`src/hdl/nsed_pkg.sv`:
```
// ----------------------------------------------------------------------------
// nsed_pkg
// Shared constants, codes and controller/datapath interface types for the
// nearest-string edit distance block.
// ----------------------------------------------------------------------------
package nsed_pkg;

	localparam int MAX_LEN_DEF        = 64;
	localparam int MAX_CANDIDATES_DEF = 256;

	localparam int CHAR_W    = 16;
	localparam int S_TDATA_W = 24;
	localparam int M_TDATA_W = 32;

	localparam logic ACT_QUERY     = 1'b0;
	localparam logic ACT_CANDIDATE = 1'b1;

	typedef enum logic [2:0] {
		ST_IDLE = 3'b001,
		ST_WALK = 3'b010,
		ST_EMIT = 3'b100
	} state_t;

	typedef struct packed {
		logic take;
		logic walk;
		logic col_done;
		logic emit;
	} cmd_t;

	typedef struct packed {
		logic walk_needed;
		logic walk_done;
		logic end_of_cand;
		logic out_free;
	} sts_t;

endpackage

```
`src/hdl/nsed_ctrl.sv`:
```
// ----------------------------------------------------------------------------
// nsed_ctrl
// Sequencer: takes a request, walks one DP column per candidate character,
// then hands the result to the output register.
// ----------------------------------------------------------------------------
module nsed_ctrl (
	input  logic            clk,
	input  logic            arst_n,
	input  logic            s_tvalid,
	output logic            s_tready,
	input  logic            action,
	input  logic            last,
	input  nsed_pkg::sts_t  sts,
	output nsed_pkg::cmd_t  cmd
);

	nsed_pkg::state_t state_q, state_d;

	always_comb begin
		state_d  = state_q;
		cmd      = '0;
		s_tready = 1'b0;
		unique case (state_q)
			nsed_pkg::ST_IDLE: begin
				s_tready = 1'b1;
				if (s_tvalid) begin
					cmd.take = 1'b1;
					if (action == nsed_pkg::ACT_CANDIDATE) begin
						if (sts.walk_needed)
							state_d = nsed_pkg::ST_WALK;
						else if (last)
							state_d = nsed_pkg::ST_EMIT;
					end
				end
			end
			nsed_pkg::ST_WALK: begin
				cmd.walk = 1'b1;
				if (sts.walk_done) begin
					cmd.col_done = 1'b1;
					state_d = sts.end_of_cand ? nsed_pkg::ST_EMIT : nsed_pkg::ST_IDLE;
				end
			end
			nsed_pkg::ST_EMIT: begin
				if (sts.out_free) begin
					cmd.emit = 1'b1;
					state_d  = nsed_pkg::ST_IDLE;
				end
			end
			default: state_d = nsed_pkg::ST_IDLE;
		endcase
	end

	always_ff @(posedge clk or negedge arst_n) begin
		if (!arst_n)
			state_q <= nsed_pkg::ST_IDLE;
		else
			state_q <= state_d;
	end

endmodule

```
`src/hdl/nsed_dp.sv`:
```
// ----------------------------------------------------------------------------
// nsed_dp
// Datapath: query store, single cost column memory, column update unit,
// best tracking and the output register.
// ----------------------------------------------------------------------------
module nsed_dp #(
	parameter int MAX_LEN        = nsed_pkg::MAX_LEN_DEF,
	parameter int MAX_CANDIDATES = nsed_pkg::MAX_CANDIDATES_DEF
) (
	input  logic                             clk,
	input  logic                             arst_n,
	input  nsed_pkg::cmd_t                   cmd,
	output nsed_pkg::sts_t                   sts,
	input  logic                             action,
	input  logic [nsed_pkg::CHAR_W-1:0]      character,
	input  logic                             has_character,
	input  logic                             last,
	output logic                             m_tvalid,
	input  logic                             m_tready,
	output logic [nsed_pkg::M_TDATA_W-1:0]   m_tdata
);

	localparam int LEN_W  = $clog2(MAX_LEN + 1);
	localparam int ADDR_W = (MAX_LEN > 1) ? $clog2(MAX_LEN) : 1;
	localparam int CNT_W  = $clog2(MAX_CANDIDATES);
	localparam logic [LEN_W-1:0] LEN_MAX = LEN_W'(MAX_LEN);
	localparam logic [CNT_W-1:0] CNT_TOP = CNT_W'(MAX_CANDIDATES - 1);

	logic [nsed_pkg::CHAR_W-1:0] qmem [MAX_LEN];
	logic [LEN_W-1:0]            cmem [MAX_LEN];

	logic                  qopen_q, in_cand_q, ovf_q, cand_ovf_q, end_q;
	logic [LEN_W-1:0]      qlen_q, cand_len_q, idx_q;
	logic [CNT_W-1:0]      cnt_q, best_idx_q;
	logic [LEN_W-1:0]      best_dist_q;
	logic                  best_valid_q;
	logic                  valid_s1;
	logic [LEN_W-1:0]      idx_s1;
	logic [nsed_pkg::CHAR_W-1:0] q_rd_s1;
	logic [LEN_W-1:0]      c_rd_s1;
	logic [nsed_pkg::CHAR_W-1:0] ch_q;
	logic [LEN_W-1:0]      prev_q, left_q;
	logic                  m_tvalid_q;
	logic [nsed_pkg::M_TDATA_W-1:0] m_tdata_q;

	logic [LEN_W-1:0] eff_qlen, eff_len, upper, low, col_new, cand_dist, nxt_best_dist;
	logic [CNT_W-1:0] nxt_best_idx;
	logic             rd_en, fresh, take_best, q_take, c_take;

	always_comb begin
		q_take   = cmd.take && (action == nsed_pkg::ACT_QUERY);
		c_take   = cmd.take && (action == nsed_pkg::ACT_CANDIDATE);
		eff_qlen = qopen_q ? qlen_q : '0;
		eff_len  = in_cand_q ? cand_len_q : '0;
		rd_en    = cmd.walk && (idx_q != qlen_q);
		fresh    = (cand_len_q == '0);

		upper = fresh ? (idx_s1 + LEN_W'(1)) : c_rd_s1;
		low   = (left_q < upper) ? left_q : upper;
		low   = (prev_q < low) ? prev_q : low;
		col_new = (q_rd_s1 == ch_q) ? prev_q : (low + LEN_W'(1));

		cand_dist     = fresh ? qlen_q : left_q;
		take_best     = !best_valid_q || (cand_dist < best_dist_q);
		nxt_best_dist = take_best ? cand_dist : best_dist_q;
		nxt_best_idx  = take_best ? cnt_q : best_idx_q;

		sts.walk_needed = has_character && (eff_len != LEN_MAX);
		sts.walk_done   = (idx_q == qlen_q) && !valid_s1;
		sts.end_of_cand = end_q;
		sts.out_free    = !m_tvalid_q || m_tready;
	end

	always_ff @(posedge clk or negedge arst_n) begin
		if (!arst_n) begin
			qopen_q      <= 1'b0;
			in_cand_q    <= 1'b0;
			ovf_q        <= 1'b0;
			cand_ovf_q   <= 1'b0;
			end_q        <= 1'b0;
			qlen_q       <= '0;
			cand_len_q   <= '0;
			idx_q        <= '0;
			cnt_q        <= '0;
			best_idx_q   <= '0;
			best_dist_q  <= '1;
			best_valid_q <= 1'b0;
			valid_s1     <= 1'b0;
			m_tvalid_q   <= 1'b0;
		end else begin
			valid_s1 <= rd_en;
			if (q_take) begin
				qopen_q <= !last;
				if (!qopen_q) begin
					ovf_q        <= 1'b0;
					cnt_q        <= '0;
					best_valid_q <= 1'b0;
					best_dist_q  <= '1;
					best_idx_q   <= '0;
					in_cand_q    <= 1'b0;
				end
				if (has_character && (eff_qlen != LEN_MAX))
					qlen_q <= eff_qlen + LEN_W'(1);
				else
					qlen_q <= eff_qlen;
				if (has_character && (eff_qlen == LEN_MAX))
					ovf_q <= 1'b1;
			end
			if (c_take) begin
				qopen_q    <= 1'b0;
				in_cand_q  <= 1'b1;
				cand_len_q <= eff_len;
				end_q      <= last;
				cand_ovf_q <= (in_cand_q && cand_ovf_q) ||
				              (has_character && (eff_len == LEN_MAX));
				idx_q      <= '0;
			end
			if (rd_en)
				idx_q <= idx_q + LEN_W'(1);
			if (cmd.col_done)
				cand_len_q <= cand_len_q + LEN_W'(1);
			if (cmd.emit) begin
				best_valid_q <= 1'b1;
				best_dist_q  <= nxt_best_dist;
				best_idx_q   <= nxt_best_idx;
				in_cand_q    <= 1'b0;
				if (cnt_q != CNT_TOP)
					cnt_q <= cnt_q + CNT_W'(1);
				m_tvalid_q <= 1'b1;
			end else if (m_tready) begin
				m_tvalid_q <= 1'b0;
			end
		end
	end

	always_ff @(posedge clk) begin
		if (q_take && has_character && (eff_qlen != LEN_MAX))
			qmem[eff_qlen[ADDR_W-1:0]] <= character;
		if (c_take && sts.walk_needed) begin
			ch_q   <= character;
			prev_q <= eff_len;
			left_q <= eff_len + LEN_W'(1);
		end
		if (rd_en) begin
			q_rd_s1 <= qmem[idx_q[ADDR_W-1:0]];
			c_rd_s1 <= cmem[idx_q[ADDR_W-1:0]];
		end
		idx_s1 <= idx_q;
		if (valid_s1) begin
			cmem[idx_s1[ADDR_W-1:0]] <= col_new;
			left_q <= col_new;
			prev_q <= upper;
		end
		if (cmd.emit)
			m_tdata_q <= {1'b0, ovf_q | cand_ovf_q, 7'(nxt_best_dist), 8'(nxt_best_idx),
			              8'(cnt_q), 7'(cand_dist)};
	end

	assign m_tvalid = m_tvalid_q;
	assign m_tdata  = m_tdata_q;

endmodule

```
`src/hdl/nearest_string_by_edit_distance.sv`:
```
// ----------------------------------------------------------------------------
// nearest_string_by_edit_distance
// Finds the candidate string nearest to a loaded query by Levenshtein distance.
// ----------------------------------------------------------------------------
// Usage:
//   Input stream (s_*): one 16-bit code unit per request. tuser = 0 loads the
//   query, tuser = 1 feeds a candidate; tlast closes the string; has_character
//   = 0 lets an empty string be sent. The first query request after a closed
//   query starts a new query and clears the best.
//   Output stream (m_*): one result per candidate request with tlast set:
//   its distance and index, the best distance and index so far, and overflow.
//   Timing: a candidate character is scored by a column walk that reads one
//   query/cost memory entry per cycle, at most MAX_LEN entries, through a
//   one-stage update unit; query requests and empty or dropped candidate
//   requests need no walk. Ending a candidate loads the output register once
//   the output is free.
//   A held result does not block input; only a second result waits for the
//   receiver to take the first. Reset empties the query and the best; the
//   memories need no clearing pass.
// ----------------------------------------------------------------------------
module nearest_string_by_edit_distance #(
	parameter int MAX_LEN        = nsed_pkg::MAX_LEN_DEF,
	parameter int MAX_CANDIDATES = nsed_pkg::MAX_CANDIDATES_DEF
) (
	input  logic                            clk,
	input  logic                            arst_n,
	input  logic                            s_tvalid,
	output logic                            s_tready,
	input  logic [nsed_pkg::S_TDATA_W-1:0]  s_tdata,  // character[15:0], has_character[16]
	input  logic [0:0]                      s_tuser,  // action[0]
	input  logic                            s_tlast,
	output logic                            m_tvalid,
	input  logic                            m_tready,
	// distance[6:0], candidate_index[14:7], best_index[22:15],
	// best_distance[29:23], overflow[30]
	output logic [nsed_pkg::M_TDATA_W-1:0]  m_tdata
);

	nsed_pkg::cmd_t cmd;
	nsed_pkg::sts_t sts;

	nsed_ctrl u_ctrl (
		.clk      (clk),
		.arst_n   (arst_n),
		.s_tvalid (s_tvalid),
		.s_tready (s_tready),
		.action   (s_tuser[0]),
		.last     (s_tlast),
		.sts      (sts),
		.cmd      (cmd)
	);

	nsed_dp #(
		.MAX_LEN        (MAX_LEN),
		.MAX_CANDIDATES (MAX_CANDIDATES)
	) u_dp (
		.clk           (clk),
		.arst_n        (arst_n),
		.cmd           (cmd),
		.sts           (sts),
		.action        (s_tuser[0]),
		.character     (s_tdata[nsed_pkg::CHAR_W-1:0]),
		.has_character (s_tdata[nsed_pkg::CHAR_W]),
		.last          (s_tlast),
		.m_tvalid      (m_tvalid),
		.m_tready      (m_tready),
		.m_tdata       (m_tdata)
	);

	ap_best_not_above: assert property (@(posedge clk) disable iff (!arst_n)
		m_tvalid |-> (m_tdata[29:23] <= m_tdata[6:0]))
		else $error("best distance above reported distance");

	ap_valid_from_emit: assert property (@(posedge clk) disable iff (!arst_n)
		$rose(m_tvalid) |-> $past(cmd.emit))
		else $error("result raised without emit");

	ap_walk_follows_take: assert property (@(posedge clk) disable iff (!arst_n)
		(cmd.take && s_tuser[0] && sts.walk_needed) |=> cmd.walk)
		else $error("column walk did not start");

	ap_emit_when_free: assert property (@(posedge clk) disable iff (!arst_n)
		cmd.emit |-> sts.out_free)
		else $error("result overwritten before taken");

endmodule

```
`config.mk`:
```
export PLATFORM = sky130hd
export DESIGN_NAME = nearest_string_by_edit_distance
export DESIGN_NICKNAME = d
export VERILOG_FILES = /design/src/hdl/nsed_pkg.sv /design/src/hdl/nsed_ctrl.sv /design/src/hdl/nsed_dp.sv /design/src/hdl/nearest_string_by_edit_distance.sv
export SDC_FILE = /design/constraint.sdc
export NUM_CORES = 2
export LEC_CHECK = 0
export BUFFER_PORTS_ARGS = -buffer_cell sky130_fd_sc_hd__clkbuf_2
export CAP_MARGIN = 5
export CORE_ASPECT_RATIO = 1.75
export CORE_MARGIN = 2
export CORE_UTILIZATION = 45
export CTS_CLUSTER_DIAMETER = 120
export DETAILED_ROUTE_END_ITERATION = 6
export SLEW_MARGIN = 20
export SYNTH_ARGS = -nofsm -noshare
export SYNTH_HDL_FRONTEND = slang
export SYNTH_SLANG_ARGS = --single-unit
export TNS_END_PERCENT = 100
```
`constraint.sdc`:
```
create_clock -name clk -period 12.35 [get_ports clk]
set_input_delay 0.6175 -clock clk [delete_from_list [all_inputs] [get_ports clk]]
set_output_delay 0.6175 -clock clk [all_outputs]
set_load 0.01 [all_outputs]
```
Word-level counts from Yosys, hierarchy flattened
Memory sizes are Yosys's and may differ from the RTL's. A register that Yosys moved wholly into a read port is not among the register bits. Index checks and enable logic that the tools add are counted.

Memories: 2. Bits in writable memories: 1472. Flip-flop bits (word level): 123. Word-level logic and storage cells: 141.

Memory list: u_dp.qmem (depth 64, bits a word 16, read ports 1, clocked after Yosys merged registers in 1, wr ports 1, line nsed_dp.sv:29) `logic [nsed_pkg::CHAR_W-1:0] qmem [MAX_LEN];`; u_dp.cmem (depth 64, bits a word 7, read ports 1, clocked after Yosys merged registers in 1, wr ports 1, line nsed_dp.sv:30) `logic [LEN_W-1:0] cmem [MAX_LEN];`.

Bitwise gates (word level): 2. Mux-type cells: 57. Order comparisons: 3. Add/subtract/negate cells: 7. Reduce and logical (&&, ||, !) cells: 31. Equality and inequality tests: 19.

Operator list (count): two-way mux 7 bit (20); two-way mux 8 bit (8); adder 7 x 1 -> 7 bit (second input constant) (6); less-than comparator 7 bit (3); two-way mux 3 bit (7); two-way mux 1 bit (20); equality test 16 bit (1); equality test 7 bit (second input constant) (2); inequality test 7 bit (second input constant) (2); logical AND 1 bit (12); inequality test 2 bit (second input constant) (6); nonzero test 2 bit (6); one-hot mux 3 bit (3 select lines) (1); adder 8 x 1 -> 8 bit (second input constant) (1); inequality test 8 bit (second input constant) (1); equality test 7 bit (1); logical NOT 7 bit (1); inequality test 7 bit (1); AND reduction 2 bit (3); AND reduction 5 bit (1); logical NOT 1 bit (4); equality test 3 x 1 -> 1 bit (second input constant) (1); equality test 3 x 2 -> 1 bit (second input constant) (1); equality test 3 bit (second input constant) (1); 7 further kinds (9).

Depth between registers and ports, before layout
Depth in word-level cells: 9. Mapped depth: 32.

Cells and area by module
From an unflattened synthesis, not the netlist that was laid out.

Cell total of the unflattened synthesis: 2931. Area total of the unflattened synthesis: 63744.9 µm².

By module, submodules not included: nsed_dp (cells each 2911, area an instance 63525.9 µm², instances 1); nsed_ctrl (cells each 20, area an instance 219.0 µm², instances 1).

Worst setup path after synthesis
No wires, ideal clock.

Path kind: reg2reg. Start: register u_dp.cand_len_q[4]. End: memory u_dp.cmem[0][2] (netlist name) (data pin). Setup slack: 3.529 ns. Cell stages (with the launch flop): 26. Arrival time: 8.080 ns. Library setup time: 0.740 ns. Cells stage by stage: dfrtp_1 -> buf_4 -> or4_4 -> nor2_8 -> buf_6 -> nand2_1 -> nand2_1 -> inv_1 -> ha_1 -> o311ai_1 -> a31o_1 -> a211o_1 -> and2_4 -> clkbuf_1 -> a21oi_1 -> ha_1 -> a21o_1 -> a21o_1 -> a21o_1 -> a2111oi_4 -> a21oi_4 -> mux2_2 -> ha_1 -> clkbuf_1 -> o21ai_0 -> a221oi_1.

Longest elaborated chain between the ends: 8.

RTL lines: from (decl) (line nsed_dp.sv:33) `logic [LEN_W-1:0] qlen_q, cand_len_q, idx_q;`; from (signal assigned) (line nsed_dp.sv:112) `cand_len_q <= eff_len;`; from (signal assigned) (line nsed_dp.sv:121) `cand_len_q <= cand_len_q + LEN_W'(1);`; logical NOT 7 bit (*) (line nsed_dp.sv:56) `fresh = (cand_len_q == '0);`; two-way mux 7 bit (*) (line nsed_dp.sv:58) `upper = fresh ? (idx_s1 + LEN_W'(1)) : c_rd_s1;`; less-than comparator 7 bit (line nsed_dp.sv:59) `low = (left_q < upper) ? left_q : upper;`; two-way mux 7 bit (*) (line nsed_dp.sv:59); less-than comparator 7 bit (line nsed_dp.sv:60) `low = (prev_q < low) ? prev_q : low;`; two-way mux 7 bit (*) (line nsed_dp.sv:60); adder 7 x 1 -> 7 bit (*) (line nsed_dp.sv:61) `col_new = (q_rd_s1 == ch_q) ? prev_q : (low + LEN_W'(1));`; two-way mux 7 bit (*) (line nsed_dp.sv:61); net u_dp.col_new[2] (line nsed_dp.sv:46) `logic [LEN_W-1:0] eff_qlen, eff_len, upper, low, col_new, cand_dist, nxt_best_dist;`; to (decl) (line nsed_dp.sv:30).

The timed path passes the listed nets; every way through them passes the cells marked *.

Worst setup path in the final report
Start: register u_dp.cand_len_q[0]. End: memory u_dp.cmem[18][6] (netlist name) (data pin).

Same word-level chain as after synthesis.

==> implementation parameters <==
Parameter                              Value

STA
  Number of max-slew violations in the final report ... 0
  Final setup TNS ... 0 ns
  Final setup violation count ... 0
  Final Hold Fails ... 0
  Setup repair after global routing missed its margin ... no
  Worst Hold Margin ... 0.132 ns
  Final clock period utilization by the worst path ... 66.4%
  Period minus WS final ... 8.20 ns
  Worst setup margin ... between 4 and 5 ns
  Rel. slew slack ... 26.6%
  Highest attainable clock frequency ... 0.122 GHz
  Transition at the pin with the smallest max-transition slack ... around 1.1 ns
  Setup Skew ... about 0.023 ns

Synth
  Dominant cell type by area after synthesis ... edfxtp_1
  Complex-gate fraction of the synthesized area ... 1.82%
  Fraction of synthesis flops using an asynchronous set or reset pin ... roughly 3.4%
  Fraction of post-synthesis cell area in the top cell type by area ... 73.3%
  Total nets after synthesis ... 2996
  XOR/XNOR Fraction of Synth Area ... less than 1%
  Total of warnings raised by yosys ... 0
  Number of enable-type register cells in the synthesized netlist ... 1556
  Post-Synth Adder-Cell Area ... 0.448%
  Library cells used by synthesis ... 73
  Cell types with the largest area share after synthesis ... edfxtp_1, mux4_2, dfrtp_1
  Flip-flop cell with the highest count after synthesis ... edfxtp_1
  Simple-gate area share of the yosys netlist ... around 2.8%
  Part of the Yosys area used for sequential elements ... 75.7%
  Largest family of logic cells by synthesized area ... multiplexers
  Number of register bits inferred by synthesis ... 1618
  Average cell area after synthesis ... 21.6 um^2
  Summed instance area of the synthesized netlist ... ~64000 um^2
  Synth Instances ... 2944
  Fraction of synthesized area in multiplexers ... ~18%

Cells and area
  Share of final-layout standard cells stronger than drive strength 1 ... between 20 and 30%
  Leading cell type in the layout, fill and taps excluded ... edfxtp_1
  Layout-stage area growth over the synthesis result ... 11.5%
  Post-layout nets ... 3153
  Leading cell types in the layout, fill and taps excluded ... edfxtp_1, mux4_2, nor2_1
  Fraction of the core area covered by cells at the end of the flow ... 50.6%
  Post-layout instance area ... about 70000 um^2

Clock tree
  Post-cts gate resize count ... 0
  CTS Root Cell ... clkbuf_16
  Maximum number of buffers from clock root to sink ... 3
  Total of hold buffers inserted after clock tree synthesis ... 1
  Total clock sinks ... 1618
  Number of CTS-inserted buffers ... 144
  Post-CTS setup buffers ... 0
  CTS tree ... yes
  Count of H-tree levels built during CTS ... 4
  Worst-skew pair later-pin latency ... 0.78 ns
  Clock-pin slew of the registers on the worst-case setup and hold paths ... 0.07 ns

Route
  Final ANT Viol Nets ... 0
  Routed length per instance ... 31.0 um
  Detailed Route Iter0 Violations ... 2672
  DRC violations left ... 1
  Vias post-DR ... 29900
  Routed wire length ... 157000 um
  Detailed-routing iteration count for the pre-antenna-repair pass ... 7
  Via density per instance ... 5.92

Floorplanning
  Die width ... 288 um
  Initial core utilization ... 45.4%
  Chip height ... roughly 500 um
  Boundary pin count ... 64
  Floorplan die area ... 145000 um^2
  Count of standard-cell rows ... 182
  Core Box Area ... 141000 um^2

Power and ir drop
  Total power density per cell area ... just under 200 nW/um^2
  Worst IR drop on VDD ... 0.000325 V
  P_leak ... 0.0218 uW

Global routing
  Wire length of the first global-routing pass ... 226000 um
  Total global-route track usage ... 22.1%
  Antenna violations before repair ... 3
  Remaining global-route overflow ... 0
  Number of global-route vias before repair ... 32200
  Maximum number of pins on one net before global-route repair ... 155

Worst setup path
  Worst Path Max Fanout ... 64
  Kind of capture point of the worst setup path ... register
  Delay of the slowest cell on the worst path ... approximately 0.55 ns
  Internal reg-to-reg setup slack ... 4.15 ns
  Crit Path Class ... reg -> reg
  Data arrival time of the critical path ... between 8 and 9 ns
  Required time of the critical path ... 12.80 ns
  Max stage delay cell, worst path ... buf_4
  Kind of launch point of the worst setup path ... register

Status
  Result of the run ... finished with violations
  Violated checks ... design-rule violations

Place
  Place WS ... ~4.3 ns
  Port Buffer Count ... 55
  HPWL after DPL ... 97200 um
  Total cell area at the placement stage ... 66600 um^2
  Gpl congestion ... 0.871

Worst hold path
  Worst min-delay path class ... in -> reg

Flow run
  Maxcap violations ... 0
critical path: cells and delay by family (launching register included):
family	cells	cell delay, ns
simple gates	10	2.27
fa+ha+maj	4	1.17
mux	1	0.10
compound gates	10	2.56
buf+inv	4	1.05
flops	1	0.44
xor+xnor	1	0.17
cells in the mapped netlist (10+ instances only):
master	number
clkbuf_1	118
mux2i_1	14
ha_1	22
edfxtp_1	1556
dfrtp_1	47
nor2_1	178
a21oi_1	31
a22o_1	10
nand4_1	13
xnor2_1	26
xor2_1	14
buf_1	35
mux4_2	483
nand2_1	87
mux2_2	13
nand3_1	49
inv_1	37
o21ai_0	49
per-layer routing:
layer	track usage (%)	up-vias	share of wire, %
met3	2.96	282	4.0
met2	42.4	910	58
met5	0	-	0.0077
met1	23.5	16100	33
li1	-	12600	-
met4	10.5	2	4.9
power breakdown:
| part | internal (uW) | switching (uW) | total, uW | leakage, uW |
|---|---|---|---|---|
| sequential | 7040 | 87.8 | 7130 | 0.0148 |
| clock | 2300 | 1960 | 4260 | 0.00214 |
| combinational | 722 | 1890 | 2610 | 0.00485 |
| total | 10100 | 3930 | 14000 | 0.0218 |
layout make-up:
class	instances	area, um^2
Fill cell	10900	69400
Sequential cell	1618	48300
Multi-Input combinational cell	1132	14800
Clock buffer	191	3920
Tap cell	1840	2300
Timing Repair Buffer	168	1160
Clock inverter	67	480
Inverter	37	139
Antenna cell	1	2.50
state kept, by name, indices dropped and copies added, names as in the netlist, 3 cells and up:
register	flops
u_dp.cmem	448
u_dp.best_dist_q	7
u_dp.best_idx_q	8
u_dp.m_tdata	31
u_dp.ch_q	16
u_dp.qlen_q	7
u_dp.c_rd_s1	7
u_dp.prev_q	7
u_dp.left_q	7
u_dp.cand_len_q	7
u_dp.qmem	1024
u_dp.idx_s1	7
u_dp.idx_q	7
u_ctrl.state_q	3
u_dp.q_rd_s1	16
u_dp.cnt_q	8
final timing paths:
kind                                           from                   to  depth (start not counted)
worst max register to register   u_dp.cand_len_q[0]     u_dp.cmem[18][6]                         30
worst min register to register  u_dp.best_dist_q[0]  u_dp.best_dist_q[0]                          2
max in group asynchronous                    arst_n        u_dp.idx_q[0]                          3
worst max-delay path             u_dp.cand_len_q[0]     u_dp.cmem[18][6]                         30
worst min-delay path                        s_tlast         u_dp.qopen_q                          2
min in group asynchronous                    arst_n        u_dp.m_tvalid                          3
stage by stage:
stage / power [uW] / cells
after CTS: 14100 / 5053
after global placement: 9770 / 4794
after global routing: 14500 / 5054
after floorplan: 8780 / 2944
final: 14000 / 5054
after detailed placement: 9910 / 4794
cells by family (layout without fill, tap and decap cells):
logic type,count (synthesis),count (layout)
xor+xnor,40,40
simple gates,391,391
flops,1618,1618
compound gates,167,167
fa+ha+maj,23,23
buf+inv,194,463
other cells,1,2
mux,510,510
(Power assumes the default switching activity.)
